===== src/rtl/core/inb_pkg.sv =====
`timescale 1ns / 1ps
package inb_pkg;

  localparam int RING_DEPTH_DEF   = 8;
  localparam int HANG_SAMPLES_DEF = 7;
  localparam int SAMPLE_WIDTH_DEF = 16;

  localparam int THR1_W     = 13;
  localparam int THR2_W     = 12;
  localparam int APB_ADDR_W = 4;
  localparam int APB_DATA_W = 32;
  localparam int QUEUE_DEPTH = 4;

  // Q16.16 mean update: avg' = (avg*KEEP + mag*GAIN*2^16) >> 16
  localparam logic [16:0] MEAN_KEEP = 17'd65470;
  localparam logic [6:0]  MEAN_GAIN = 7'd66;
  localparam int          MEAN_ONE  = 65536;

  localparam logic [THR1_W-1:0] THR1_RESET = 13'd768;
  localparam logic [THR2_W-1:0] THR2_RESET = 12'd640;

  typedef enum logic [1:0] {
    REG_EN1  = 2'd0,
    REG_EN2  = 2'd1,
    REG_THR1 = 2'd2,
    REG_THR2 = 2'd3
  } reg_idx_t;

  typedef struct packed {
    logic              en1;
    logic              en2;
    logic [THR1_W-1:0] thr1;
    logic [THR2_W-1:0] thr2;
  } cfg_t;

  typedef struct packed {
    logic en1;
    logic en2;
  } mode_t;

endpackage


===== src/rtl/core/inb_stream_if.sv =====
`timescale 1ns / 1ps
interface inb_in_if #(parameter int W = 16);
  logic                valid;
  logic                ready;
  logic signed [W-1:0] sample_i;
  logic signed [W-1:0] sample_q;
  modport source (output valid, output sample_i, output sample_q, input ready);
  modport sink   (input valid, input sample_i, input sample_q, output ready);
endinterface

interface inb_out_if #(parameter int W = 16);
  logic                valid;
  logic                ready;
  logic signed [W-1:0] out_i;
  logic signed [W-1:0] out_q;
  modport source (output valid, output out_i, output out_q, input ready);
  modport sink   (input valid, input out_i, input out_q, output ready);
endinterface


===== src/rtl/core/inb_regs.sv =====
`timescale 1ns / 1ps
module inb_regs (
  input  logic                           clk,
  input  logic                           rst,
  input  logic                           psel,
  input  logic                           penable,
  input  logic                           pwrite,
  input  logic [inb_pkg::APB_ADDR_W-1:0] paddr,
  input  logic [inb_pkg::APB_DATA_W-1:0] pwdata,
  output logic [inb_pkg::APB_DATA_W-1:0] prdata,
  output logic                           pready,
  output inb_pkg::cfg_t                  cfg
);
  import inb_pkg::*;

  reg_idx_t idx;
  logic     wr;

  assign idx    = reg_idx_t'(paddr[3:2]);
  assign wr     = psel && penable && pwrite;
  assign pready = 1'b1;

  always_ff @(posedge clk) begin
    if (rst) begin
      cfg.en1  <= 1'b0;
      cfg.en2  <= 1'b0;
      cfg.thr1 <= THR1_RESET;
      cfg.thr2 <= THR2_RESET;
    end else if (wr) begin
      unique case (idx)
        REG_EN1:  cfg.en1  <= pwdata[0];
        REG_EN2:  cfg.en2  <= pwdata[0];
        REG_THR1: cfg.thr1 <= pwdata[THR1_W-1:0];
        REG_THR2: cfg.thr2 <= pwdata[THR2_W-1:0];
        default: ;
      endcase
    end
  end

  always_comb begin
    prdata = '0;
    unique case (idx)
      REG_EN1:  prdata[0] = cfg.en1;
      REG_EN2:  prdata[0] = cfg.en2;
      REG_THR1: prdata[THR1_W-1:0] = cfg.thr1;
      REG_THR2: prdata[THR2_W-1:0] = cfg.thr2;
      default: ;
    endcase
  end

endmodule


===== src/rtl/core/inb_front.sv =====
`timescale 1ns / 1ps
module inb_front #(
  parameter int W = inb_pkg::SAMPLE_WIDTH_DEF
) (
  input  logic            clk,
  input  logic            rst,
  inb_in_if.sink          in_ch,
  input  inb_pkg::cfg_t   cfg,
  input  logic            q_full,
  output logic            q_push,
  output logic [2*W+1:0]  q_data
);
  import inb_pkg::*;

  logic           held;
  mode_t          mode;
  logic [2*W-1:0] pay;

  assign q_push      = held && !q_full;
  assign in_ch.ready = !held || !q_full;
  assign q_data      = {mode, pay};

  always_ff @(posedge clk) begin
    if (rst) begin
      held <= 1'b0;
    end else if (in_ch.valid && in_ch.ready) begin
      held <= 1'b1;
    end else if (q_push) begin
      held <= 1'b0;
    end
  end

  // tag each sample with the blankers that are on when it arrives
  always_ff @(posedge clk) begin
    if (in_ch.valid && in_ch.ready) begin
      mode.en1 <= cfg.en1;
      mode.en2 <= cfg.en2;
      pay      <= {in_ch.sample_i, in_ch.sample_q};
    end
  end

endmodule


===== src/rtl/core/inb_queue.sv =====
`timescale 1ns / 1ps
module inb_queue #(
  parameter int DW    = 34,
  parameter int DEPTH = inb_pkg::QUEUE_DEPTH
) (
  input  logic          clk,
  input  logic          rst,
  input  logic          push,
  input  logic [DW-1:0] wdata,
  output logic          full,
  input  logic          pop,
  output logic [DW-1:0] rdata,
  output logic          empty
);
  localparam int PW = $clog2(DEPTH);
  localparam int CW = $clog2(DEPTH + 1);

  logic [DW-1:0] slots [DEPTH];
  logic [PW-1:0] wp, rp;
  logic [CW-1:0] cnt;
  logic          do_push, do_pop;

  assign full    = cnt == CW'(DEPTH);
  assign empty   = cnt == '0;
  assign do_push = push && !full;
  assign do_pop  = pop && !empty;
  assign rdata   = slots[rp];

  always_ff @(posedge clk) begin
    if (rst) begin
      wp  <= '0;
      rp  <= '0;
      cnt <= '0;
    end else begin
      if (do_push) wp <= (wp == PW'(DEPTH - 1)) ? '0 : wp + 1'b1;
      if (do_pop)  rp <= (rp == PW'(DEPTH - 1)) ? '0 : rp + 1'b1;
      if (do_push && !do_pop) cnt <= cnt + 1'b1;
      else if (do_pop && !do_push) cnt <= cnt - 1'b1;
    end
  end

  always_ff @(posedge clk) begin
    if (do_push) slots[wp] <= wdata;
  end

endmodule


===== src/rtl/core/inb_back.sv =====
`timescale 1ns / 1ps
module inb_back #(
  parameter int W            = inb_pkg::SAMPLE_WIDTH_DEF,
  parameter int RING_DEPTH   = inb_pkg::RING_DEPTH_DEF,
  parameter int HANG_SAMPLES = inb_pkg::HANG_SAMPLES_DEF
) (
  input  logic           clk,
  input  logic           rst,
  input  inb_pkg::cfg_t  cfg,
  input  logic           q_empty,
  input  logic [2*W+1:0] q_data,
  output logic           q_pop,
  inb_out_if.source      out_ch
);
  import inb_pkg::*;

  localparam int PW    = $clog2(RING_DEPTH);
  localparam int HW    = $clog2(HANG_SAMPLES + 1);
  localparam int SCW   = $clog2(W + 1);
  localparam int AVG_W = W + 16;
  localparam int SUM_W = AVG_W + 17;
  localparam int CMP_W = AVG_W + THR1_W;

  typedef enum logic [7:0] {
    ST_IDLE    = 8'b00000001,
    ST_SQUARE  = 8'b00000010,
    ST_SUM     = 8'b00000100,
    ST_ROOT    = 8'b00001000,
    ST_MEAN    = 8'b00010000,
    ST_COMPARE = 8'b00100000,
    ST_APPLY   = 8'b01000000,
    ST_EMIT    = 8'b10000000
  } state_t;

  state_t              state;
  mode_t               mode;
  logic                phase;
  logic signed [W-1:0] cur_i, cur_q;
  logic [2*W-1:0]      sq_i, sq_q, rem, root, rbit;
  logic [SCW-1:0]      step;
  logic [W-1:0]        mag;
  logic [AVG_W-1:0]    mean1, mean2;
  logic                above;
  logic [2*W-1:0]      ring [RING_DEPTH];
  logic [PW-1:0]       wp, rp;
  logic [HW-1:0]       hang;
  logic signed [W-1:0] msi, msq;

  logic signed [2*W-1:0] p_i, p_q;
  logic [2*W-1:0]        trial;
  logic [AVG_W-1:0]      avg_sel;
  logic [SUM_W-1:0]      mean_sum;
  logic [THR1_W-1:0]     thr_sel;
  logic [CMP_W-1:0]      lhs, rhs;
  logic [HW-1:0]         hang_eff;
  logic [W+2:0]          acc_i, acc_q;
  logic signed [W-1:0]   msi_next, msq_next;
  logic                  emit;

  assign p_i      = cur_i * cur_i;
  assign p_q      = cur_q * cur_q;
  assign trial    = root + rbit;
  assign avg_sel  = phase ? mean2 : mean1;
  assign mean_sum = SUM_W'(avg_sel) * SUM_W'(MEAN_KEEP)
                  + ((SUM_W'(mag) * SUM_W'(MEAN_GAIN)) << 16);
  assign thr_sel  = phase ? {1'b0, cfg.thr2} : cfg.thr1;
  assign lhs      = CMP_W'(mag) << 24;
  assign rhs      = CMP_W'(thr_sel) * CMP_W'(avg_sel);
  assign above    = lhs > rhs;
  assign hang_eff = (hang == '0 && above) ? HW'(HANG_SAMPLES) : hang;
  // floor((3*s + x) / 4): arithmetic shift of the sign-extended sum
  assign acc_i    = {{3{msi[W-1]}}, msi} + {{2{msi[W-1]}}, msi, 1'b0}
                  + {{3{cur_i[W-1]}}, cur_i};
  assign acc_q    = {{3{msq[W-1]}}, msq} + {{2{msq[W-1]}}, msq, 1'b0}
                  + {{3{cur_q[W-1]}}, cur_q};
  assign msi_next = acc_i[W+1:2];
  assign msq_next = acc_q[W+1:2];

  assign q_pop = (state == ST_IDLE) && !q_empty;
  assign emit  = (state == ST_EMIT) && (!out_ch.valid || out_ch.ready);

  always_ff @(posedge clk) begin
    if (rst) begin
      state  <= ST_IDLE;
      phase  <= 1'b0;
      wp     <= '0;
      rp     <= PW'(2 % RING_DEPTH);
      hang   <= '0;
      mean1  <= AVG_W'(MEAN_ONE);
      mean2  <= AVG_W'(MEAN_ONE);
      msi    <= '0;
      msq    <= '0;
      for (int k = 0; k < RING_DEPTH; k++) ring[k] <= '0;
    end else begin
      unique case (state)
        ST_IDLE: begin
          if (!q_empty) begin
            {mode, cur_i, cur_q} <= q_data;
            if (q_data[2*W+1]) begin
              phase <= 1'b0;
              state <= ST_SQUARE;
            end else if (q_data[2*W]) begin
              phase <= 1'b1;
              state <= ST_SQUARE;
            end else begin
              state <= ST_EMIT;
            end
          end
        end
        ST_SQUARE: begin
          sq_i  <= p_i;
          sq_q  <= p_q;
          state <= ST_SUM;
        end
        ST_SUM: begin
          rem   <= sq_i + sq_q;
          root  <= '0;
          rbit  <= (2*W)'(1) << (2*W - 2);
          step  <= SCW'(W - 1);
          state <= ST_ROOT;
        end
        ST_ROOT: begin
          if (rem >= trial) begin
            rem  <= rem - trial;
            root <= (root >> 1) + rbit;
          end else begin
            root <= root >> 1;
          end
          rbit <= rbit >> 2;
          if (step == '0) state <= ST_MEAN;
          else step <= step - 1'b1;
        end
        ST_MEAN: begin
          mag <= root[W-1:0];
          state <= ST_COMPARE;
        end
        ST_COMPARE: begin
          // mean is updated first; the trigger compares against the new mean
          if (phase) mean2 <= mean_sum[AVG_W+15:16];
          else       mean1 <= mean_sum[AVG_W+15:16];
          state <= ST_APPLY;
        end
        ST_APPLY: begin
          if (!phase) begin
            ring[wp] <= {cur_i, cur_q};
            wp <= (wp == '0) ? PW'(RING_DEPTH - 1) : wp - 1'b1;
            rp <= (rp == '0) ? PW'(RING_DEPTH - 1) : rp - 1'b1;
            if (hang_eff != '0) begin
              cur_i <= '0;
              cur_q <= '0;
              hang  <= hang_eff - 1'b1;
            end else begin
              {cur_i, cur_q} <= ring[rp];
            end
            // hand the output of blanker one on to blanker two
            if (mode.en2) begin
              phase <= 1'b1;
              state <= ST_SQUARE;
            end else begin
              state <= ST_EMIT;
            end
          end else begin
            msi <= msi_next;
            msq <= msq_next;
            if (above) begin
              cur_i <= msi_next;
              cur_q <= msq_next;
            end
            state <= ST_EMIT;
          end
        end
        ST_EMIT: begin
          if (emit) state <= ST_IDLE;
        end
        default: state <= ST_IDLE;
      endcase
    end
  end

  // hold the result until the transfer completes
  always_ff @(posedge clk) begin
    if (rst) begin
      out_ch.valid <= 1'b0;
    end else if (emit) begin
      out_ch.valid <= 1'b1;
      out_ch.out_i <= cur_i;
      out_ch.out_q <= cur_q;
    end else if (out_ch.ready) begin
      out_ch.valid <= 1'b0;
    end
  end

endmodule


===== src/rtl/core/iq_impulse_noise_blanker.sv =====
`timescale 1ns / 1ps
// channel   direction  payload               handshake
// in_ch     in         sample_i, sample_q    valid/ready
// out_ch    out        out_i, out_q          valid/ready
// apb       in         4 registers, 32 bit   psel/penable, pready high
//
// One sample passes the datapath at a time; with a blanker on, its time is set
// by the bit-per-cycle square root, which runs once for each blanker that is on.
// Reset is synchronous, clears the delay ring and sets means and pointers to their start values.
// A four-entry queue sits between input and datapath; input stalls only when
// it is full, and the datapath holds a finished sample until it is taken.
module iq_impulse_noise_blanker #(
  parameter int RING_DEPTH   = inb_pkg::RING_DEPTH_DEF,
  parameter int HANG_SAMPLES = inb_pkg::HANG_SAMPLES_DEF,
  parameter int SAMPLE_WIDTH = inb_pkg::SAMPLE_WIDTH_DEF
) (
  input  logic                           clk,
  input  logic                           rst,
  inb_in_if.sink                         in_ch,
  inb_out_if.source                      out_ch,
  input  logic                           psel,
  input  logic                           penable,
  input  logic                           pwrite,
  input  logic [inb_pkg::APB_ADDR_W-1:0] paddr,
  input  logic [inb_pkg::APB_DATA_W-1:0] pwdata,
  output logic [inb_pkg::APB_DATA_W-1:0] prdata,
  output logic                           pready
);
  import inb_pkg::*;

  localparam int DW = 2*SAMPLE_WIDTH + 2;

  cfg_t          cfg;
  logic          q_full, q_push, q_pop, q_empty;
  logic [DW-1:0] q_wdata, q_rdata;

  inb_regs u_regs (
    .clk, .rst, .psel, .penable, .pwrite, .paddr, .pwdata, .prdata, .pready, .cfg
  );

  inb_front #(.W(SAMPLE_WIDTH)) u_front (
    .clk, .rst, .in_ch, .cfg, .q_full, .q_push, .q_data(q_wdata)
  );

  inb_queue #(.DW(DW), .DEPTH(QUEUE_DEPTH)) u_queue (
    .clk, .rst, .push(q_push), .wdata(q_wdata), .full(q_full),
    .pop(q_pop), .rdata(q_rdata), .empty(q_empty)
  );

  inb_back #(
    .W(SAMPLE_WIDTH), .RING_DEPTH(RING_DEPTH), .HANG_SAMPLES(HANG_SAMPLES)
  ) u_back (
    .clk, .rst, .cfg, .q_empty, .q_data(q_rdata), .q_pop, .out_ch
  );

endmodule


===== src/flat_wrapper.sv =====
// flat-port wrapper written by rule: the top's interface ports become plain ports
module iq_impulse_noise_blanker_flat import inb_pkg::*;
#(
  parameter int RING_DEPTH   = inb_pkg::RING_DEPTH_DEF,
  parameter int HANG_SAMPLES = inb_pkg::HANG_SAMPLES_DEF,
  parameter int SAMPLE_WIDTH = inb_pkg::SAMPLE_WIDTH_DEF
)
  (clk, rst, psel, penable, pwrite, paddr, pwdata, prdata, pready, in_ch_valid, in_ch_sample_i, in_ch_sample_q, in_ch_ready, out_ch_valid, out_ch_out_i, out_ch_out_q, out_ch_ready);
  inb_in_if #(.W((SAMPLE_WIDTH_DEF))) in_ch_i ();
  inb_out_if #(.W((SAMPLE_WIDTH_DEF))) out_ch_i ();
  input  logic clk;
  input  logic rst;
  input  logic psel;
  input  logic penable;
  input  logic pwrite;
  input  logic [inb_pkg::APB_ADDR_W-1:0] paddr;
  input  logic [inb_pkg::APB_DATA_W-1:0] pwdata;
  output logic [inb_pkg::APB_DATA_W-1:0] prdata;
  output logic pready;
  input wire logic [$bits(in_ch_i.valid)-1:0] in_ch_valid;
  input wire logic [$bits(in_ch_i.sample_i)-1:0] in_ch_sample_i;
  input wire logic [$bits(in_ch_i.sample_q)-1:0] in_ch_sample_q;
  output wire logic [$bits(in_ch_i.ready)-1:0] in_ch_ready;
  output wire logic [$bits(out_ch_i.valid)-1:0] out_ch_valid;
  output wire logic [$bits(out_ch_i.out_i)-1:0] out_ch_out_i;
  output wire logic [$bits(out_ch_i.out_q)-1:0] out_ch_out_q;
  input wire logic [$bits(out_ch_i.ready)-1:0] out_ch_ready;
  assign in_ch_i.valid = in_ch_valid;
  assign in_ch_i.sample_i = in_ch_sample_i;
  assign in_ch_i.sample_q = in_ch_sample_q;
  assign in_ch_ready = in_ch_i.ready;
  assign out_ch_valid = out_ch_i.valid;
  assign out_ch_out_i = out_ch_i.out_i;
  assign out_ch_out_q = out_ch_i.out_q;
  assign out_ch_i.ready = out_ch_ready;
  iq_impulse_noise_blanker #(.RING_DEPTH(RING_DEPTH), .HANG_SAMPLES(HANG_SAMPLES), .SAMPLE_WIDTH(SAMPLE_WIDTH)) u_core (.clk(clk), .rst(rst), .in_ch(in_ch_i), .out_ch(out_ch_i), .psel(psel), .penable(penable), .pwrite(pwrite), .paddr(paddr), .pwdata(pwdata), .prdata(prdata), .pready(pready));
endmodule

===== config.mk =====
export PLATFORM = sky130hd
export DESIGN_NAME = iq_impulse_noise_blanker_flat
export DESIGN_NICKNAME = d
export VERILOG_FILES = /design/src/rtl/core/inb_pkg.sv /design/src/rtl/core/inb_stream_if.sv /design/src/rtl/core/inb_regs.sv /design/src/rtl/core/inb_front.sv /design/src/rtl/core/inb_queue.sv /design/src/rtl/core/inb_back.sv /design/src/rtl/core/iq_impulse_noise_blanker.sv /design/src/flat_wrapper.sv
export SDC_FILE = /design/constraint.sdc
export NUM_CORES = 2
export LEC_CHECK = 0
export BUFFER_PORTS_ARGS = -buffer_cell sky130_fd_sc_hd__buf_2
export CORE_MARGIN = 2
export CORE_UTILIZATION = 48
export DETAILED_ROUTE_END_ITERATION = 10
export GPL_TIMING_DRIVEN = 0
export PLACE_DENSITY_LB_ADDON = 0.1
export SLEW_MARGIN = 25
export SYNTH_ARGS = -nofsm -noshare
export SYNTH_HDL_FRONTEND = slang
export SYNTH_HIERARCHICAL = 1
export SYNTH_SLANG_ARGS = --single-unit

===== constraint.sdc =====
create_clock -name clk -period 20.1 [get_ports clk]
set_clock_uncertainty 0.2 [all_clocks]
set_input_delay 4.02 -clock clk [delete_from_list [all_inputs] [get_ports clk]]
set_output_delay 4.02 -clock clk [all_outputs]
set_load 0.005 [all_outputs]

; ---- After elaboration in Yosys (flattened, before gate mapping)
; Memory sizes are Yosys's and may differ from the RTL's. A register that Yosys moved wholly into a read port is not among the register bits.
; Cells that the tools add are included.
[totals]
out_inout_bits = 67
mem_count = 2
ramBits = 392
input_bits = 75
ff_bits = 430
[classes]
mul = 5
bitwise_logic = 3
reduce_logical = 51
eq_ne = 21
muxes = 62
magnitude_cmp = 2
addsub = 17
[mem_list]
columns = memory, depth, word_bits, read_ports, rd_clocked_by_memory_dff, wr, line_no
row1 = u_core.u_back.ring, 8, 32, 1, 1, 8, inb_back.sv:44  ; logic [2*W-1:0] ring [RING_DEPTH];
row2 = u_core.u_queue.slots, 4, 34, 1, 1, 1, inb_queue.sv:18  ; logic [DW-1:0] slots [DEPTH];
[ops]
columns = operator, count
row1 = case mux 32 bit (2 select lines), 3
row2 = 2-to-1 mux 16 bit, 8
row3 = 2-to-1 mux 32 bit, 4
row4 = adder 32 bit, 2
row5 = multiplier 16 x 16 -> 32 bit, 2
row6 = case mux 16 bit (2 select lines), 2
row7 = case mux 8 bit (8 select lines), 1
row8 = 2-to-1 mux 8 bit, 7
row9 = adder 48 x 39 -> 48 bit, 1
row10 = "multiplier 32 x 15 -> 47 bit, second input constant", 1
row11 = > comparator 40 x 45 -> 1 bit, 1
row12 = multiplier 13 x 32 -> 45 bit, 1
row13 = adder 16 x 17 -> 18 bit, 2
row14 = adder 18 x 16 -> 18 bit, 2
row15 = adder 31 x 32 -> 32 bit, 1
row16 = >= comparator 32 bit, 1
row17 = OR reduction 32 bit, 1
row18 = subtractor 32 bit, 1
row19 = 2-to-1 mux 3 bit, 8
row20 = AND reduction 2 bit, 12
row21 = "multiplier 16 x 6 -> 22 bit, second input constant", 1
row22 = case mux 11 bit (2 select lines), 1
row23 = 2-to-1 mux 1 bit, 19
row24 = AND reduction 3 bit, 6
row25 = 33 further kinds, 73

; ---- Depth between registers and ports, before layout
[logic_depth]
word_depth = 9
ltp_mapped = 45

; ---- Hierarchy
; The synthesis kept the hierarchy.
[by_module_without_submodules]
columns = module, n_inst, seq_area_each_um2, area_per_inst_um2, cells_each
row1 = inb_back, 1, 16896.2, 72459.5, 7212
row2 = inb_queue, 1, 4264.1, 5397.7, 228
row3 = inb_regs, 1, 540.5, 1562.7, 160
row4 = inb_front, 1, 1041.0, 1068.5, 40

; ---- Worst setup path after synthesis
; No wires, ideal clock.
[synth_path]
path_type = input-to-reg
startpoint = input port rst
endpoint = register u_core.u_back.sq_i[0], enable pin
required_ns = 19.243
arrival_ns = 10.797
n_path_buf = 1
path_stages = 3
setup_slack_ns = 8.446
path_cell_list = clkbuf_1 > nor2_1 > nor4b_1
[synth_via]
elab_chain_len = 2
[synth_lines]
columns = element, line_no
row1 = start: declaration, flat_wrapper.sv:12  ; input logic rst;
row2 = NOT 1 bit (no source line), --
row3 = AND reduction 2 bit (no source line), --
row4 = end signal: assignment, inb_back.sv:111  ; sq_i <= p_i;
row5 = end: declaration, inb_back.sv:39  ; logic [2*W-1:0] sq_i, sq_q, rem, root, rbit;
; Every way passes these cells.
; A chain may end at the register's enable or synchronous reset.

; ---- Final worst setup path
[layout_path]
startpoint = register u_core.u_back.phase
endpoint = register u_core.u_back.cur_q[10] (data pin)
[layout_via]
elab_chain_len = 9
[layout_lines]
columns = element, line_no
row1 = start: declaration, inb_back.sv:37  ; logic phase;
row2 = start signal: assignment, inb_back.sv:85  ; phase <= 1'b0;
row3 = start signal: assignment, inb_back.sv:100  ; phase <= 1'b0;
row4 = start signal: assignment, inb_back.sv:103  ; phase <= 1'b1;
row5 = 2-to-1 mux 13 bit or 2-to-1 mux 32 bit (tied branches), "inb_back.sv:66, inb_back.sv:63"
row6 = multiplier 13 x 32 -> 45 bit, inb_back.sv:68  ; assign rhs = CMP_W'(thr_sel) * CMP_W'(avg_sel);
row7 = > comparator 40 x 45 -> 1 bit, inb_back.sv:69  ; assign above = lhs > rhs;
row8 = logical AND 1 bit, inb_back.sv:70  ; assign hang_eff = (hang == '0 && above) ? HW'(HANG_SAMPLES) : hang;
row9 = 2-to-1 mux 3 bit, inb_back.sv:70
row10 = nonzero test 3 bit, inb_back.sv:148  ; if (hang_eff != '0) begin
row11 = 2-to-1 mux 16 bit, inb_back.sv:148
row12 = 2-to-1 mux 16 bit *, inb_back.sv:144  ; if (!phase) begin
row13 = case mux 16 bit (2 select lines) *, inb_back.sv:95  ; unique case (state)
row14 = end signal: assignment, inb_back.sv:98  ; {mode, cur_i, cur_q} <= q_data;
row15 = end signal: assignment, inb_back.sv:153  ; {cur_i, cur_q} <= ring[rp];
row16 = end signal: assignment, inb_back.sv:167  ; cur_q <= msq_next;
row17 = end: declaration, inb_back.sv:38  ; logic signed [W-1:0] cur_i, cur_q;
; Mark *: on every way between the ends. The rest lies on a longest branch, timed or not.

==> run_results.csv <==
group,metric,value,unit
run_status,status,"finished clean",
drt,totalWireLength,229000,um
cells_and_area,multiInputGateArea,51300,um^2
sta,hold_viol,0,
yosys,synth_seq_cells,809,
drt,drc,0,
clock_network,root_buffer,"clkbuf_16",
sta,rsz0062_at_grt,"no",
floorplanning,coreArea,167000,um^2
yosys,synth_area_per_cell,10.5,um^2
clock_network,post_cts_buffers,0,
placed_design,place_inst,9988,
cells_and_area,n_fill_cell,15100,
yosys,ys_async_sr_fraction,0,
critical_path,crit_slowest_cell,"mux2i_1",
critical_path,path_class,"reg2reg",
global_route,grt_antenna_before_repair,5,
sta,relSlewSlack,0.161,
critical_path,cp-start-kind,"flop",
floorplanning,rows,150,
drt,routedWlPerCell,22.5,um
cells_and_area,syn2layout_area_growth,8.45,%
floorplanning,die_x,413,um
clock_network,clk_latency,0.72,ns
sta,post-route-period-util,0.708,
global_route,globalRouteTotalUtil,0.276,
floorplanning,io_pins,142,
sta,setup-tns-final,0,ns
critical_path,cpPeakStageDelay,0.91,ns
global_route,grt_remaining_overflow,0,
sta,period_needed,14.24,ns
cells_and_area,layout.nets,9660,
worst_hold_path,hp-class,"reg2reg",
critical_path,end_kind,"flop",
clock_network,cts_buffers,86,
clock_network,cts_tree,"built",
clock_network,post_cts_resized,0,
critical_path,critPathMaxFanout,12,
cells_and_area,ff_latch_area,22700,um^2
drt,num_vias,56000,
floorplanning,start_util,0.482,
global_route,grt_max_degree,35,
yosys,synth_cell_types,93,
yosys,synth.yosys.seq_area_share,0.283,
yosys,syn_inst,7640,
placed_design,io_buffers,98,
placed_design,placedInstanceArea,84300,um^2
drt,drtIter0Drc,4636,
sta,slew_viol_final,0,
sta,worstMarginPinSlew,1.25,ns
placed_design,routabilityCongestion,0.929,
cells_and_area,utilization,0.523,
critical_path,cp_common_cell,"fa_1",
placed_design,place_hpwl,185000,um
drt,drtAntennaViolNets,0,
floorplanning,die_area,171000,um^2
clock_network,postCtsHoldBufs,0,
global_route,grt_pass1_wl,355000,um
clock_network,clk_pin_slew,0.06,ns
yosys,yosys_warnings,6,
yosys,netlist_area,80500,um^2
flow_run,maxCapViolCount,0,
yosys,synth_edf_count,654,
drt,viasPerCell,5.52,
clock_network,htreeDepth,3,
clock_network,clock-sinks,809,
cells_and_area,stdcell_count,10200,
critical_path,required,20.45,ns
cells_and_area,drive_gt1_frac,0.0639,
clock_network,max-clock-path-buffers,3,
critical_path,critPathArrivalTime,14.59,ns
floorplanning,die_h,413,um
cells_and_area,finalInstanceArea,87300,um^2
global_route,grt_pass1_vias,58700,
sta,setup_violations,0,
drt,first_pass_iters,6,
sta,fmax,70.2,MHz
yosys,synth_flop_cell,"edfxtp_1",
layer usage:
metal,global-route usage,share of wire,vias to the layer above,wire [um]
met5,0,0.00012,-,27
met4,0.0968,0.039,4,8830
met3,0.0366,0.059,329,13500
met2,0.456,0.48,1738,109000
met1,0.375,0.42,28500,97200
li1,-,-,25400,-
metrics by stage:
stage,hold slack [ns],worst slack [ns]
2_1_floorplan,0.226,8.45
3_3_place_gp,0.241,5.08
3_5_place_dp,0.248,6.11
4_1_cts,0.257,6.09
5_1_grt,0.270,5.33
6_report,0.259,5.86
worst max-delay path: cells and delay by family, from the launching register on:
kind	cells	cell delay, ns
AOI/OAI and AO/OA	13	3.53
xor gates and xnor gates	1	0.31
adders and majority gates	8	3.29
buffers and inverters	7	2.31
DFF	1	0.30
muxes	2	1.41
and+or+nand+nor	10	2.73
flip-flops by register name (all words and copies together) (netlist names), 27 cells and up, named ones only:
signal	cells
u_core/u_back/mean1	32
u_core/u_back/rem	32
u_core/u_regs/cfg	27
u_core/u_front/pay	32
u_core/u_back/sq_q	31
u_core/u_queue/slots	136
u_core/u_back/root	32
u_core/u_back/sq_i	31
u_core/u_back/ring	256
u_core/u_back/mean2	32
synthesized netlist by cell type, drive strengths merged, types with 12 or more instances:
master,number,share of area
inv,1395,0.065
fa,1109,0.28
nand2,670,0.031
edfxtp,654,0.24
ha,603,0.094
nor2,428,0.020
a21oi,307,0.019
and2,267,0.021
clkbuf,233,0.011
xnor2,179,0.019
o21ai,164,0.010
dfxtp,155,0.039
nor3,145,0.0091
xor2,116,0.013
mux2i,113,0.014
a21o,105,0.0098
mux4,99,0.028
nand2b,91,0.0071
nor4,84,0.0065
nand3,72,0.0045
buf,61,0.0047
a211oi,56,0.0053
nor2b,51,0.0040
and3,44,0.0036
a31oi,42,0.0033
o21bai,31,0.0029
clkinv,29,0.0014
o211ai,29,0.0028
o21a,28,0.0026
nand4,27,0.0021
mux2,21,0.0029
o31ai,21,0.0021
or3,20,0.0016
a31o,19,0.0021
and4,16,0.0017
or2,16,0.0012
a211o,12,0.0013
final timing paths:
kind	startpoint	to	slack [ns]	cells after the start
max	u_core/u_back/phase	u_core/u_back/cur_q[10]	5.86	41
min	u_core/u_back/mean2[25]	u_core/u_back/mean2[25]	0.26	2
max reg2reg	u_core/u_back/phase	u_core/u_back/cur_q[10]	5.86	41
min reg2reg	u_core/u_back/mean2[25]	u_core/u_back/mean2[25]	0.26	2
layout by cell type, fill, tap and decap left out, types with 55 or more instances in the layout:
cell type     n
a211oi_1     55
a21o_1      105
a21oi_1     305
and2_1      266
buf_2       121
clkbuf_1    253
clkbuf_16    87
dfxtp_1     155
edfxtp_1    654
fa_1       1109
ha_1        603
inv_1      1392
mux2i_1     106
mux4_2       99
nand2_1     669
nand2b_1     91
nand3_1      72
nor2_1      427
nor3_1      141
nor4_1       84
o21ai_0     134
xnor2_1     178
xor2_1      116
layout make-up:
type | count | share of cell area
repair buffers | 127 | 0.0102
multi-input cells | 5131 | 0.588
plain buffers | 294 | 0.0145
inverters | 1424 | 0.0613
clock inverters | 49 | 0.00701
clock buffers | 113 | 0.0266
diodes | 6 | 0.000172
well taps | 2204 | 0.0316
flip-flops and latches | 809 | 0.261
cell families after synthesis:
kind of cell	synth area share
compound gates	0.0717
fa+ha+maj	0.370
simple gates	0.117
xor+xnor	0.0321
flops	0.283
mux	0.0447
buf+inv	0.0820
other cells	0.0000933
Power is not shown: default switching activity piles up to over one toggle a cycle in this logic, so the estimate is an artifact.
